==> src/rtl/core/h2r_pkg.sv <==
package h2r_pkg;

    localparam int HueW   = 11;
    localparam int ChanW  = 8;
    localparam int LevelW = 16;
    localparam int FracW  = 9;
    localparam int NumW   = 24;
    localparam int Stages = 5;
    localparam int Chans  = 3;

    localparam logic [HueW-1:0]  Turn      = 11'd1536;
    localparam logic [HueW-1:0]  Third     = 11'd512;
    localparam logic [HueW-1:0]  TwoThirds = 11'd1024;
    localparam logic [HueW-1:0]  Sixth     = 11'd256;
    localparam logic [HueW-1:0]  HalfTurn  = 11'd768;
    localparam logic [ChanW-1:0] HalfLit   = 8'd128;
    localparam logic [NumW-1:0]  RoundBias = 24'd32640;
    localparam logic [ChanW:0]   ChanMax   = 9'd255;

    localparam int ChRed   = 0;
    localparam int ChGreen = 1;
    localparam int ChBlue  = 2;

    // Weight of the high level along the piecewise hue ramp, in 256ths.
    function automatic logic [FracW-1:0] ramp_frac(input logic [HueW-1:0] t);
        logic [HueW-1:0] down;
        down = TwoThirds - t;
        if (t < Sixth) begin
            ramp_frac = FracW'(t);
        end else if (t < HalfTurn) begin
            ramp_frac = FracW'(Sixth);
        end else if (t < TwoThirds) begin
            ramp_frac = FracW'(down);
        end else begin
            ramp_frac = '0;
        end
    endfunction

endpackage

==> src/rtl/core/h2r_if.sv <==
interface h2r_hsl_if;
    logic                         valid;
    logic                         ready;
    logic [h2r_pkg::HueW-1:0]     hue;
    logic [h2r_pkg::ChanW-1:0]    saturation;
    logic [h2r_pkg::ChanW-1:0]    lightness;

    modport source (output valid, output hue, output saturation, output lightness,
                    input ready);
    modport sink   (input valid, input hue, input saturation, input lightness,
                    output ready);
endinterface

interface h2r_rgb_if;
    logic                         valid;
    logic                         ready;
    logic [h2r_pkg::ChanW-1:0]    red;
    logic [h2r_pkg::ChanW-1:0]    green;
    logic [h2r_pkg::ChanW-1:0]    blue;

    modport source (output valid, output red, output green, output blue, input ready);
    modport sink   (input valid, input red, input green, input blue, output ready);
endinterface

==> src/rtl/core/hsl_to_rgb_converter.sv <==
// An accepted request reaches o_rgb once it has passed through all five register stages.
// Throughput: one pixel per clock unless o_rgb stalls; each register stage moves on its own,
// so a stall at the output is absorbed by empty stages before it reaches i_hsl.ready.
// Reset: synchronous, active low; it clears only the stage valid bits, the data
// registers hold whatever they had and are never read while their valid bit is low.
module hsl_to_rgb_converter (
    input  logic            i_clk,
    input  logic            i_rst_n,
    h2r_hsl_if.sink         i_hsl,
    h2r_rgb_if.source       o_rgb
);

    // Pipeline overview
    //   stage 1: fold the hue into one turn and form the two products l*(255+s) and l*s.
    //   stage 2: pick the high level, derive the low level and the span between them,
    //            and look up the ramp weight for the three channel hues.
    //   stage 3: one 16x9 multiply per channel: low*256 + span*weight + rounding bias.
    //   stage 4: divide by 65280 as a shift by eight and a reciprocal estimate of /255.
    //   stage 5: correct the estimate by one compare, clamp, and select grey for s == 0.
    // Every stage has a valid bit; a stage loads when it is empty or when the stage
    // after it loads, which forms a ready chain from the output back to the input.

    logic [h2r_pkg::Stages-1:0] r_vld;
    logic [h2r_pkg::Stages-1:0] w_en;

    always_comb begin
        w_en[h2r_pkg::Stages-1] = !r_vld[h2r_pkg::Stages-1] || o_rgb.ready;
        for (int i = h2r_pkg::Stages-2; i >= 0; i--) begin
            w_en[i] = !r_vld[i] || w_en[i+1];
        end
    end

    assign i_hsl.ready = w_en[0];

    always_ff @(posedge i_clk) begin
        if (!i_rst_n) begin
            r_vld <= '0;
        end else begin
            if (w_en[0]) begin
                r_vld[0] <= i_hsl.valid;
            end
            for (int i = 1; i < h2r_pkg::Stages; i++) begin
                if (w_en[i]) begin
                    r_vld[i] <= r_vld[i-1];
                end
            end
        end
    end

    // Grey flag and lightness ride along so that zero saturation returns the
    // lightness exactly.
    logic [3:0]                  r_grey;
    logic [h2r_pkg::ChanW-1:0]   r_lit [4];

    // Stage 1: hue reduction and the two level products.
    logic [h2r_pkg::HueW-1:0]    n_s1_hue;
    logic [h2r_pkg::HueW-1:0]    r_s1_hue;
    logic [h2r_pkg::ChanW-1:0]   r_s1_sat;
    logic                        r_s1_dark;
    logic [16:0]                 n_s1_pa;
    logic [16:0]                 r_s1_pa;
    logic [15:0]                 n_s1_pb;
    logic [15:0]                 r_s1_pb;

    always_comb begin
        n_s1_hue = (i_hsl.hue >= h2r_pkg::Turn) ? i_hsl.hue - h2r_pkg::Turn : i_hsl.hue;
        n_s1_pa  = 17'(i_hsl.lightness) * 17'(9'd255 + 9'(i_hsl.saturation));
        n_s1_pb  = 16'(i_hsl.lightness) * 16'(i_hsl.saturation);
    end

    always_ff @(posedge i_clk) begin
        if (w_en[0]) begin
            r_s1_hue  <= n_s1_hue;
            r_s1_sat  <= i_hsl.saturation;
            r_s1_dark <= i_hsl.lightness < h2r_pkg::HalfLit;
            r_s1_pa   <= n_s1_pa;
            r_s1_pb   <= n_s1_pb;
            r_grey[0] <= i_hsl.saturation == '0;
            r_lit[0]  <= i_hsl.lightness;
        end
    end

    // Stage 2: levels, span and ramp weights.
    logic [8:0]                  w_s2_sum;
    logic [16:0]                 w_s2_alt;
    logic [16:0]                 w_s2_high;
    logic [16:0]                 w_s2_low;
    logic [h2r_pkg::HueW-1:0]    w_s2_t [h2r_pkg::Chans];
    logic [h2r_pkg::LevelW-1:0]  r_s2_low;
    logic [h2r_pkg::LevelW-1:0]  r_s2_span;
    logic [h2r_pkg::FracW-1:0]   r_s2_frac [h2r_pkg::Chans];

    always_comb begin
        w_s2_sum  = 9'(r_lit[0]) + 9'(r_s1_sat);
        w_s2_alt  = (17'(w_s2_sum) << 8) - 17'(w_s2_sum) - 17'(r_s1_pb);
        w_s2_high = r_s1_dark ? r_s1_pa : w_s2_alt;
        w_s2_low  = (17'(r_lit[0]) << 9) - (17'(r_lit[0]) << 1) - w_s2_high;
        w_s2_t[h2r_pkg::ChRed]   = (r_s1_hue < h2r_pkg::TwoThirds)
                                   ? r_s1_hue + h2r_pkg::Third
                                   : r_s1_hue - h2r_pkg::TwoThirds;
        w_s2_t[h2r_pkg::ChGreen] = r_s1_hue;
        w_s2_t[h2r_pkg::ChBlue]  = (r_s1_hue < h2r_pkg::Third)
                                   ? r_s1_hue + h2r_pkg::TwoThirds
                                   : r_s1_hue - h2r_pkg::Third;
    end

    always_ff @(posedge i_clk) begin
        if (w_en[1]) begin
            r_s2_low  <= w_s2_low[h2r_pkg::LevelW-1:0];
            r_s2_span <= w_s2_high[h2r_pkg::LevelW-1:0] - w_s2_low[h2r_pkg::LevelW-1:0];
            for (int c = 0; c < h2r_pkg::Chans; c++) begin
                r_s2_frac[c] <= h2r_pkg::ramp_frac(w_s2_t[c]);
            end
            r_grey[1] <= r_grey[0];
            r_lit[1]  <= r_lit[0];
        end
    end

    // Stage 3: ramp numerator with the rounding bias already added.
    logic [h2r_pkg::NumW-1:0]    r_s3_num [h2r_pkg::Chans];

    always_ff @(posedge i_clk) begin
        if (w_en[2]) begin
            for (int c = 0; c < h2r_pkg::Chans; c++) begin
                r_s3_num[c] <= {r_s2_low, 8'b0}
                             + h2r_pkg::NumW'(r_s2_span) * h2r_pkg::NumW'(r_s2_frac[c])
                             + h2r_pkg::RoundBias;
            end
            r_grey[2] <= r_grey[1];
            r_lit[2]  <= r_lit[1];
        end
    end

    // Stage 4: y = num / 256, then q0 = floor(y * 257 / 65536), which is y / 255
    // or one below it for every 16-bit y.
    logic [15:0]                 r_s4_y  [h2r_pkg::Chans];
    logic [h2r_pkg::ChanW-1:0]   r_s4_q0 [h2r_pkg::Chans];
    logic [15:0]                 w_s4_y  [h2r_pkg::Chans];
    logic [24:0]                 w_s4_p  [h2r_pkg::Chans];

    always_comb begin
        for (int c = 0; c < h2r_pkg::Chans; c++) begin
            w_s4_y[c] = r_s3_num[c][23:8];
            w_s4_p[c] = {1'b0, w_s4_y[c], 8'b0} + 25'(w_s4_y[c]);
        end
    end

    always_ff @(posedge i_clk) begin
        if (w_en[3]) begin
            for (int c = 0; c < h2r_pkg::Chans; c++) begin
                r_s4_y[c]  <= w_s4_y[c];
                r_s4_q0[c] <= w_s4_p[c][23:16];
            end
            r_grey[3] <= r_grey[2];
            r_lit[3]  <= r_lit[2];
        end
    end

    // Stage 5: one correction step, clamp and grey select into the output register.
    logic [16:0]                 w_s5_rem [h2r_pkg::Chans];
    logic [8:0]                  w_s5_q   [h2r_pkg::Chans];
    logic [h2r_pkg::ChanW-1:0]   w_s5_out [h2r_pkg::Chans];
    logic [h2r_pkg::ChanW-1:0]   r_out    [h2r_pkg::Chans];

    always_comb begin
        for (int c = 0; c < h2r_pkg::Chans; c++) begin
            w_s5_rem[c] = 17'(r_s4_y[c]) - (17'(r_s4_q0[c]) << 8) + 17'(r_s4_q0[c]);
            w_s5_q[c]   = 9'(r_s4_q0[c]) + 9'(w_s5_rem[c] >= 17'(h2r_pkg::ChanMax));
            if (r_grey[3]) begin
                w_s5_out[c] = r_lit[3];
            end else if (w_s5_q[c] > h2r_pkg::ChanMax) begin
                w_s5_out[c] = h2r_pkg::ChanMax[h2r_pkg::ChanW-1:0];
            end else begin
                w_s5_out[c] = w_s5_q[c][h2r_pkg::ChanW-1:0];
            end
        end
    end

    always_ff @(posedge i_clk) begin
        if (w_en[4]) begin
            for (int c = 0; c < h2r_pkg::Chans; c++) begin
                r_out[c] <= w_s5_out[c];
            end
        end
    end

    assign o_rgb.valid = r_vld[h2r_pkg::Stages-1];
    assign o_rgb.red   = r_out[h2r_pkg::ChRed];
    assign o_rgb.green = r_out[h2r_pkg::ChGreen];
    assign o_rgb.blue  = r_out[h2r_pkg::ChBlue];

`ifndef SYNTHESIS
    // The two levels never leave the 0..65025 range.
    a_levels: assert property (@(posedge i_clk) disable iff (!i_rst_n)
        r_vld[1] |-> (17'(r_s2_low) + 17'(r_s2_span) <= 17'd65025))
        else $error("level span exceeds full scale");

    // Ramp weights stay within one sixth of a turn.
    a_frac: assert property (@(posedge i_clk) disable iff (!i_rst_n)
        r_vld[1] |-> (r_s2_frac[0] <= 9'd256 && r_s2_frac[1] <= 9'd256
                      && r_s2_frac[2] <= 9'd256))
        else $error("ramp weight out of range");

    // The reciprocal estimate never overshoots, so one upward correction suffices.
    a_quot: assert property (@(posedge i_clk) disable iff (!i_rst_n)
        r_vld[3] |-> (17'(r_s4_q0[0]) * 17'd255 <= 17'(r_s4_y[0])
                      && 17'(r_s4_q0[1]) * 17'd255 <= 17'(r_s4_y[1])
                      && 17'(r_s4_q0[2]) * 17'd255 <= 17'(r_s4_y[2])))
        else $error("quotient estimate too large");

    // While the output is stalled, the input is ready exactly when some stage is empty.
    a_flow: assert property (@(posedge i_clk) disable iff (!i_rst_n)
        (o_rgb.valid && !o_rgb.ready) |-> (i_hsl.ready == !(&r_vld)))
        else $error("ready chain does not match pipeline occupancy");
`endif

endmodule
==> src/flat_wrapper.sv <==
// flat-port wrapper written by rule: the top's interface ports become plain ports
module hsl_to_rgb_converter_flat 
  (i_clk, i_rst_n, i_hsl_valid, i_hsl_hue, i_hsl_saturation, i_hsl_lightness, i_hsl_ready, o_rgb_valid, o_rgb_red, o_rgb_green, o_rgb_blue, o_rgb_ready);
  h2r_hsl_if i_hsl_i ();
  h2r_rgb_if o_rgb_i ();
  input  logic i_clk;
  input  logic i_rst_n;
  input wire logic [$bits(i_hsl_i.valid)-1:0] i_hsl_valid;
  input wire logic [$bits(i_hsl_i.hue)-1:0] i_hsl_hue;
  input wire logic [$bits(i_hsl_i.saturation)-1:0] i_hsl_saturation;
  input wire logic [$bits(i_hsl_i.lightness)-1:0] i_hsl_lightness;
  output wire logic [$bits(i_hsl_i.ready)-1:0] i_hsl_ready;
  output wire logic [$bits(o_rgb_i.valid)-1:0] o_rgb_valid;
  output wire logic [$bits(o_rgb_i.red)-1:0] o_rgb_red;
  output wire logic [$bits(o_rgb_i.green)-1:0] o_rgb_green;
  output wire logic [$bits(o_rgb_i.blue)-1:0] o_rgb_blue;
  input wire logic [$bits(o_rgb_i.ready)-1:0] o_rgb_ready;
  assign i_hsl_i.valid = i_hsl_valid;
  assign i_hsl_i.hue = i_hsl_hue;
  assign i_hsl_i.saturation = i_hsl_saturation;
  assign i_hsl_i.lightness = i_hsl_lightness;
  assign i_hsl_ready = i_hsl_i.ready;
  assign o_rgb_valid = o_rgb_i.valid;
  assign o_rgb_red = o_rgb_i.red;
  assign o_rgb_green = o_rgb_i.green;
  assign o_rgb_blue = o_rgb_i.blue;
  assign o_rgb_i.ready = o_rgb_ready;
  hsl_to_rgb_converter u_core (.i_clk(i_clk), .i_rst_n(i_rst_n), .i_hsl(i_hsl_i), .o_rgb(o_rgb_i));
endmodule
==> config.mk <==
export PLATFORM = sky130hd
export DESIGN_NAME = hsl_to_rgb_converter_flat
export DESIGN_NICKNAME = d
export VERILOG_FILES = /design/src/rtl/core/h2r_pkg.sv /design/src/rtl/core/h2r_if.sv /design/src/rtl/core/hsl_to_rgb_converter.sv /design/src/flat_wrapper.sv
export SDC_FILE = /design/constraint.sdc
export NUM_CORES = 2
export LEC_CHECK = 0
export CORE_UTILIZATION = 45
export DETAILED_ROUTE_END_ITERATION = 6
export DONT_BUFFER_PORTS = 1
export PLACE_DENSITY = 0.66
export REMOVE_ABC_BUFFERS = 1
export SLEW_MARGIN = 20
export SYNTH_ARGS = -nofsm -noshare
export SYNTH_HDL_FRONTEND = slang
export SYNTH_SLANG_ARGS = --single-unit
export TNS_END_PERCENT = 20
==> constraint.sdc <==
create_clock -name i_clk -period 10.79 [get_ports i_clk]
set_clock_uncertainty 0.05 [all_clocks]
set_input_delay 1.079 -clock i_clk [delete_from_list [all_inputs] [get_ports i_clk]]
set_output_delay 1.079 -clock i_clk [all_outputs]
set_load 0.02 [all_outputs]
# --- Word-level counts from Yosys, hierarchy flattened ---
# Memory sizes are Yosys's and may differ from the RTL's.
# Index checks and enable logic that the tools add are counted.
op_classes:
  addsub: 33
  mul: 5
  n_lt_le_gt_ge: 18
  muxes: 32
  reduce_logical: 11
op_table:
  columns: ["cell", "count"]
  rows:
  - ["two-way mux 9 bit", 12]
  - ["adder 24 x 15 -> 24 bit (second input constant)", 3]
  - ["adder 24 x 16 -> 24 bit", 3]
  - ["adder 24 bit", 3]
  - ["multiplier 16 x 9 -> 24 bit", 3]
  - ["adder 17 x 8 -> 17 bit", 3]
  - ["greater-or-equal comparator 17 x 8 -> 1 bit (second input constant)", 3]
  - ["subtractor 16 x 16 -> 17 bit", 3]
  - ["two-way mux 8 bit", 6]
  - ["subtractor 16 bit", 3]
  - ["less-than comparator 11 x 10 -> 1 bit (second input constant)", 4]
  - ["less-than comparator 11 bit (second input constant)", 3]
  - ["less-than comparator 11 x 9 -> 1 bit (second input constant)", 3]
  - ["two-way mux 11 bit", 3]
  - ["subtractor 16 x 9 -> 16 bit", 2]
  - ["adder 8 x 1 -> 9 bit", 3]
  - ["> comparator 9 x 8 -> 1 bit (second input constant)", 3]
  - ["subtractor 1 x 9 -> 9 bit (first input constant)", 3]
  - ["subtractor 11 bit (second input constant)", 2]
  - ["multiplier 8 x 8 -> 16 bit", 1]
  - ["multiplier 8 x 9 -> 16 bit", 1]
  - ["two-way mux 16 bit", 1]
  - ["adder 11 x 10 -> 11 bit (second input constant)", 1]
  - ["adder 11 bit (second input constant)", 1]
  - ["9 further kinds", 26]
totals:
  ff_bits: 93
  mem_bits_rw: 227
  out_inout_bits: 26
  word_cells: 121
  n_memories: 6
mem_list:
  columns: ["memory", "depth", "word_bits", "rd", "rd_ports_with_merged_regs", "write_ports", "line", "text"]
  rows:
  - ["u_core.r_s3_num", 3, 24, 3, 0, 3, "hsl_to_rgb_converter.sv:120", "logic [h2r_pkg::NumW-1:0] r_s3_num [h2r_pkg::Chans];"]
  - ["u_core.r_s4_y", 3, 16, 3, 0, 3, "hsl_to_rgb_converter.sv:136", "logic [15:0] r_s4_y [h2r_pkg::Chans];"]
  - ["u_core.r_lit", 4, 8, 4, 0, 4, "hsl_to_rgb_converter.sv:53", "logic [h2r_pkg::ChanW-1:0] r_lit [4];"]
  - ["u_core.r_s2_frac", 3, 9, 3, 0, 3, "hsl_to_rgb_converter.sv:91", "logic [h2r_pkg::FracW-1:0] r_s2_frac [h2r_pkg::Chans];"]
  - ["u_core.r_out", 3, 8, 3, 0, 3, "hsl_to_rgb_converter.sv:163", "logic [h2r_pkg::ChanW-1:0] r_out [h2r_pkg::Chans];"]
  - ["u_core.r_s4_q0", 3, 8, 3, 0, 3, "hsl_to_rgb_converter.sv:137", "logic [h2r_pkg::ChanW-1:0] r_s4_q0 [h2r_pkg::Chans];"]

# --- Depth between registers and ports, before layout ---
logic_depth:
  word_depth: 8
  mapped_depth: 31

# --- Worst setup path before layout ---
# Ideal clock, no wire load.
synth_timing:
  kind: "register to register"
  start: "memory u_core.r_lit[0][0] in the netlist's numbering"
  end: "register u_core.r_s2_span[15] in the netlist's numbering, data pin"
  setup_time_ns: 0.269
  t_arrival_ns: 5.974
  path_slack_ns: 4.497
  path_stages_with_launch: 31
  n_path_buf: 1
  synth_period_minus_slack_ns: 6.293
  cell_sequence: "edfxtp_1 > ha_1 > fa_1 > a21oi_1 > o211ai_1 > a21oi_1 > nor2b_1 > o21ai_0 > nand2b_1 > fa_1 > inv_1 > ha_1 > inv_1 > nor4_1 > a211o_1 > or3_1 > buf_6 > xor2_1 > ha_1 > nand2_1 > o21bai_1 > a21oi_1 > nor2_1 > xor2_1 > ha_1 > or2_2 > a21oi_1 > a31oi_2 > a21o_1 > a21oi_2 > xnor2_1"
synth_lines:
  columns: ["element", "line", "text"]
  rows:
  - ["start, declared", "hsl_to_rgb_converter.sv:53", null]
  - ["end signal, assigned", "hsl_to_rgb_converter.sv:110", "r_s2_span <= w_s2_high[h2r_pkg::LevelW-1:0] - w_s2_low[h2r_pkg::LevelW-1:0];"]
  - ["end, declared", "hsl_to_rgb_converter.sv:90", "logic [h2r_pkg::LevelW-1:0] r_s2_span;"]

==> results.json <==
{
  "status": "completed",
  "grt_pass1_vias": 23500,
  "finalHoldViolCount": 0,
  "cts.sinks": 295,
  "die-area_um2": 77600,
  "cts_setup_buffers": 0,
  "synth_seq_cells": 295,
  "drv_slew": 0,
  "drt_iter0_drc": 1139,
  "clk_latency_ps": 550,
  "fin_nets": 4285,
  "cp.required_ps": 11020,
  "ys_async_sr_fraction_pct": 0,
  "portBuffers": 0,
  "max-cap-violations": 0,
  "wl_per_cell_um": 16.2,
  "h-tree-depth": 2,
  "firstDrtPassIters": 5,
  "vias_per_cell": 5.18,
  "grt.overflow.total": 0,
  "finalSetupViolCount": 0,
  "syn-instance-count": 3445,
  "period_minus_slack_ps": 6890,
  "clkTransAtPathRegs_ps": 70,
  "worst_pin_slew_ps": 1030,
  "grt_pass1_wl_mm": 121,
  "yosys_warnings": 0,
  "regArea_um2": 8810,
  "dieWidth_um": 278,
  "avgSynthCellArea_um2": 9.99,
  "slew_headroom_pct": 31.6,
  "synth-main-ff-cell": "edfxtp_1",
  "rr_worst_depth": 29,
  "track_usage_pct": 19.4,
  "yosysUniqueCellTypes": 78,
  "cts_root_buf": "clkbuf_16",
  "cp_slowest_stage_delay_ps": 540,
  "grt_use_met3_pct": 3.09,
  "hold_depth": 0,
  "synth_edf_count": 290,
  "multiInputGateArea_um2": 22900,
  "start_util_pct": 45.4,
  "grt_most_used_layer": "met2",
  "fillers": 6970,
  "seq_area_frac_synth_pct": 25.6,
  "grtUsageMet1_pct": 26.8,
  "crit_arrival_ps": 7120,
  "min_path_type": "flop to flop",
  "drive_above_1_share_pct": 3.46,
  "gp_congestion": 0.863,
  "grt_use_met2_pct": 32.0,
  "fin_crit_sh_pct": 63.9,
  "cts_buffers": 35,
  "clockBufferDepth": 3,
  "routed_wl_mm": 71.7,
  "postCtsHoldBufs": 0,
  "area_delta_synth_final_pct": 6.67,
  "path_max_fanout": 8,
  "grt_max_degree": 82,
  "tns_ps": 0,
  "io-pin-count": 57,
  "fmax_ghz": 0.145,
  "core_um2": 75800,
  "chipHeight_um": 278,
  "ctsResizeCount": 0,
  "rsz0062_at_grt": "false",
  "end_kind": "flop",
  "crit_type": "flop to flop",
  "vias": 22900,
  "synth_area_um2": 34400,
  "antenna_found_initial": 6,
  "cts_tree": "done",
  "num_rows": 101,
  "worst_path_max_delay_cell": "fa_1",
  "ant_nets": 0,
  "drc": 0,
  "place_hpwl_mm": 56.4,
  "start_kind": "flop"
}
## area by class of cell
| class | count | share of cell area (%) |
|---|---|---|
| Antenna cell | 3 | 0.0205 |
| Clock buffer | 40 | 2.50 |
| Clock inverter | 24 | 0.835 |
| Inverter | 636 | 6.51 |
| Multi-Input combinational cell | 2428 | 62.4 |
| Sequential cell | 295 | 24.0 |
| Tap cell | 978 | 3.33 |
| Timing Repair Buffer | 21 | 0.430 |
## worst max-delay path, delay by kind of cell (launching register included)
family	cells	cell delay [ps]
and+or+nand+nor	7	1200
adders and majority gates	6	2340
buffers and inverters	2	160
xor gates and xnor gates	3	440
DFF	1	450
AOI/OAI and AO/OA	11	2000
## logic make-up after synthesis
group / synth area share, %
AOI/OAI and AO/OA: 7.66
xor gates and xnor gates: 5.08
adders and majority gates: 39.5
buffers and inverters: 8.00
DFF: 25.6
muxes: 0.436
other: 0.0218
and+or+nand+nor: 13.7
## cells in the mapped netlist, drive strengths merged, types with 9 or more instances
library cell  number  area [um2]
nand2            403        1510
and2             218        1370
nand4             10        62.6
a211oi            13         103
a21o              38         287
ha               426        5330
o21ai            104         524
a31oi             18         119
o21bai            10        75.1
or2                9        56.3
or3               19         124
clkbuf            90         338
a22o              15         131
inv              636        2390
and3              18         113
xor2              60         544
nor2b             51         319
o31ai              9        67.6
edfxtp           290        8710
nand3             42         210
a21oi             98         494
fa               411        8230
nand2b            23         144
o21a              22         165
nor2             114         428
xnor2            135        1180
a21boi            11        82.6
nor3              44         220
## through the flow
stage / worst slack (ps) / instances / instance area, um2 / utilization (%) / hold WS (ps)
floorplan: 4440 / 3359 / 34100 / - / 350
global placement: 4010 / 4358 / 35500 / 46.8 / 354
detailed placement: 3930 / 4358 / 35500 / 46.8 / 356
CTS: 3920 / 4422 / 36700 / 48.4 / 376
global route: 3480 / 4422 / 36700 / 48.4 / 382
finish: 3900 / 4425 / 36700 / 48.4 / 373
## final timing paths
check / from / end / slack (ps)
worst max-delay path: u_core.r_lit[0][0] / u_core.r_s2_span[15] / 3900
worst min-delay path: u_core.r_lit[2][0] / u_core.r_lit[3][0] / 370
worst max register to register: u_core.r_lit[0][0] / u_core.r_s2_span[15] / 3900
worst min register to register: u_core.r_lit[2][0] / u_core.r_lit[3][0] / 370
## state kept, by name, indices dropped and copies added, names as in the netlist
| register | count |
|---|---|
| u_core.r_s4_y | 48 |
| u_core.r_s2_low | 16 |
| u_core.r_s1_dark | 1 |
| u_core.r_s2_frac | 27 |
| u_core.r_s1_pa | 16 |
| u_core.r_s1_hue | 11 |
| u_core.r_s4_q0 | 24 |
| u_core.r_s1_sat | 8 |
| u_core.r_s1_pb | 16 |
| u_core.r_grey | 4 |
| u_core.r_vld | 5 |
| u_core.r_out | 24 |
| u_core.r_s2_span | 15 |
| u_core.r_s3_num | 48 |
| u_core.r_lit | 32 |
## metal layers
layer | share of wire, % | routed length, um
met1 | 46 | 33000
met2 | 47 | 33500
met3 | 5.3 | 3790
met4 | 2.0 | 1420
met5 | 0.015 | 11
## cell usage in the layout (no fill, tap or decap), types with 37 or more instances in the layout
master and count:
o21ai_0 94, nor3_1 44, a21o_1 37, nand2_1 401, inv_1 635, nand3_1 41, ha_1 426, xor2_1 59
nor2b_1 51, xnor2_1 135, nor2_1 114, edfxtp_1 290, and2_1 217, a21oi_1 97, fa_1 411
Power is left out: the tool's default activity adds up to more than one toggle a clock period on the data nets, which glitch-free logic cannot reach.
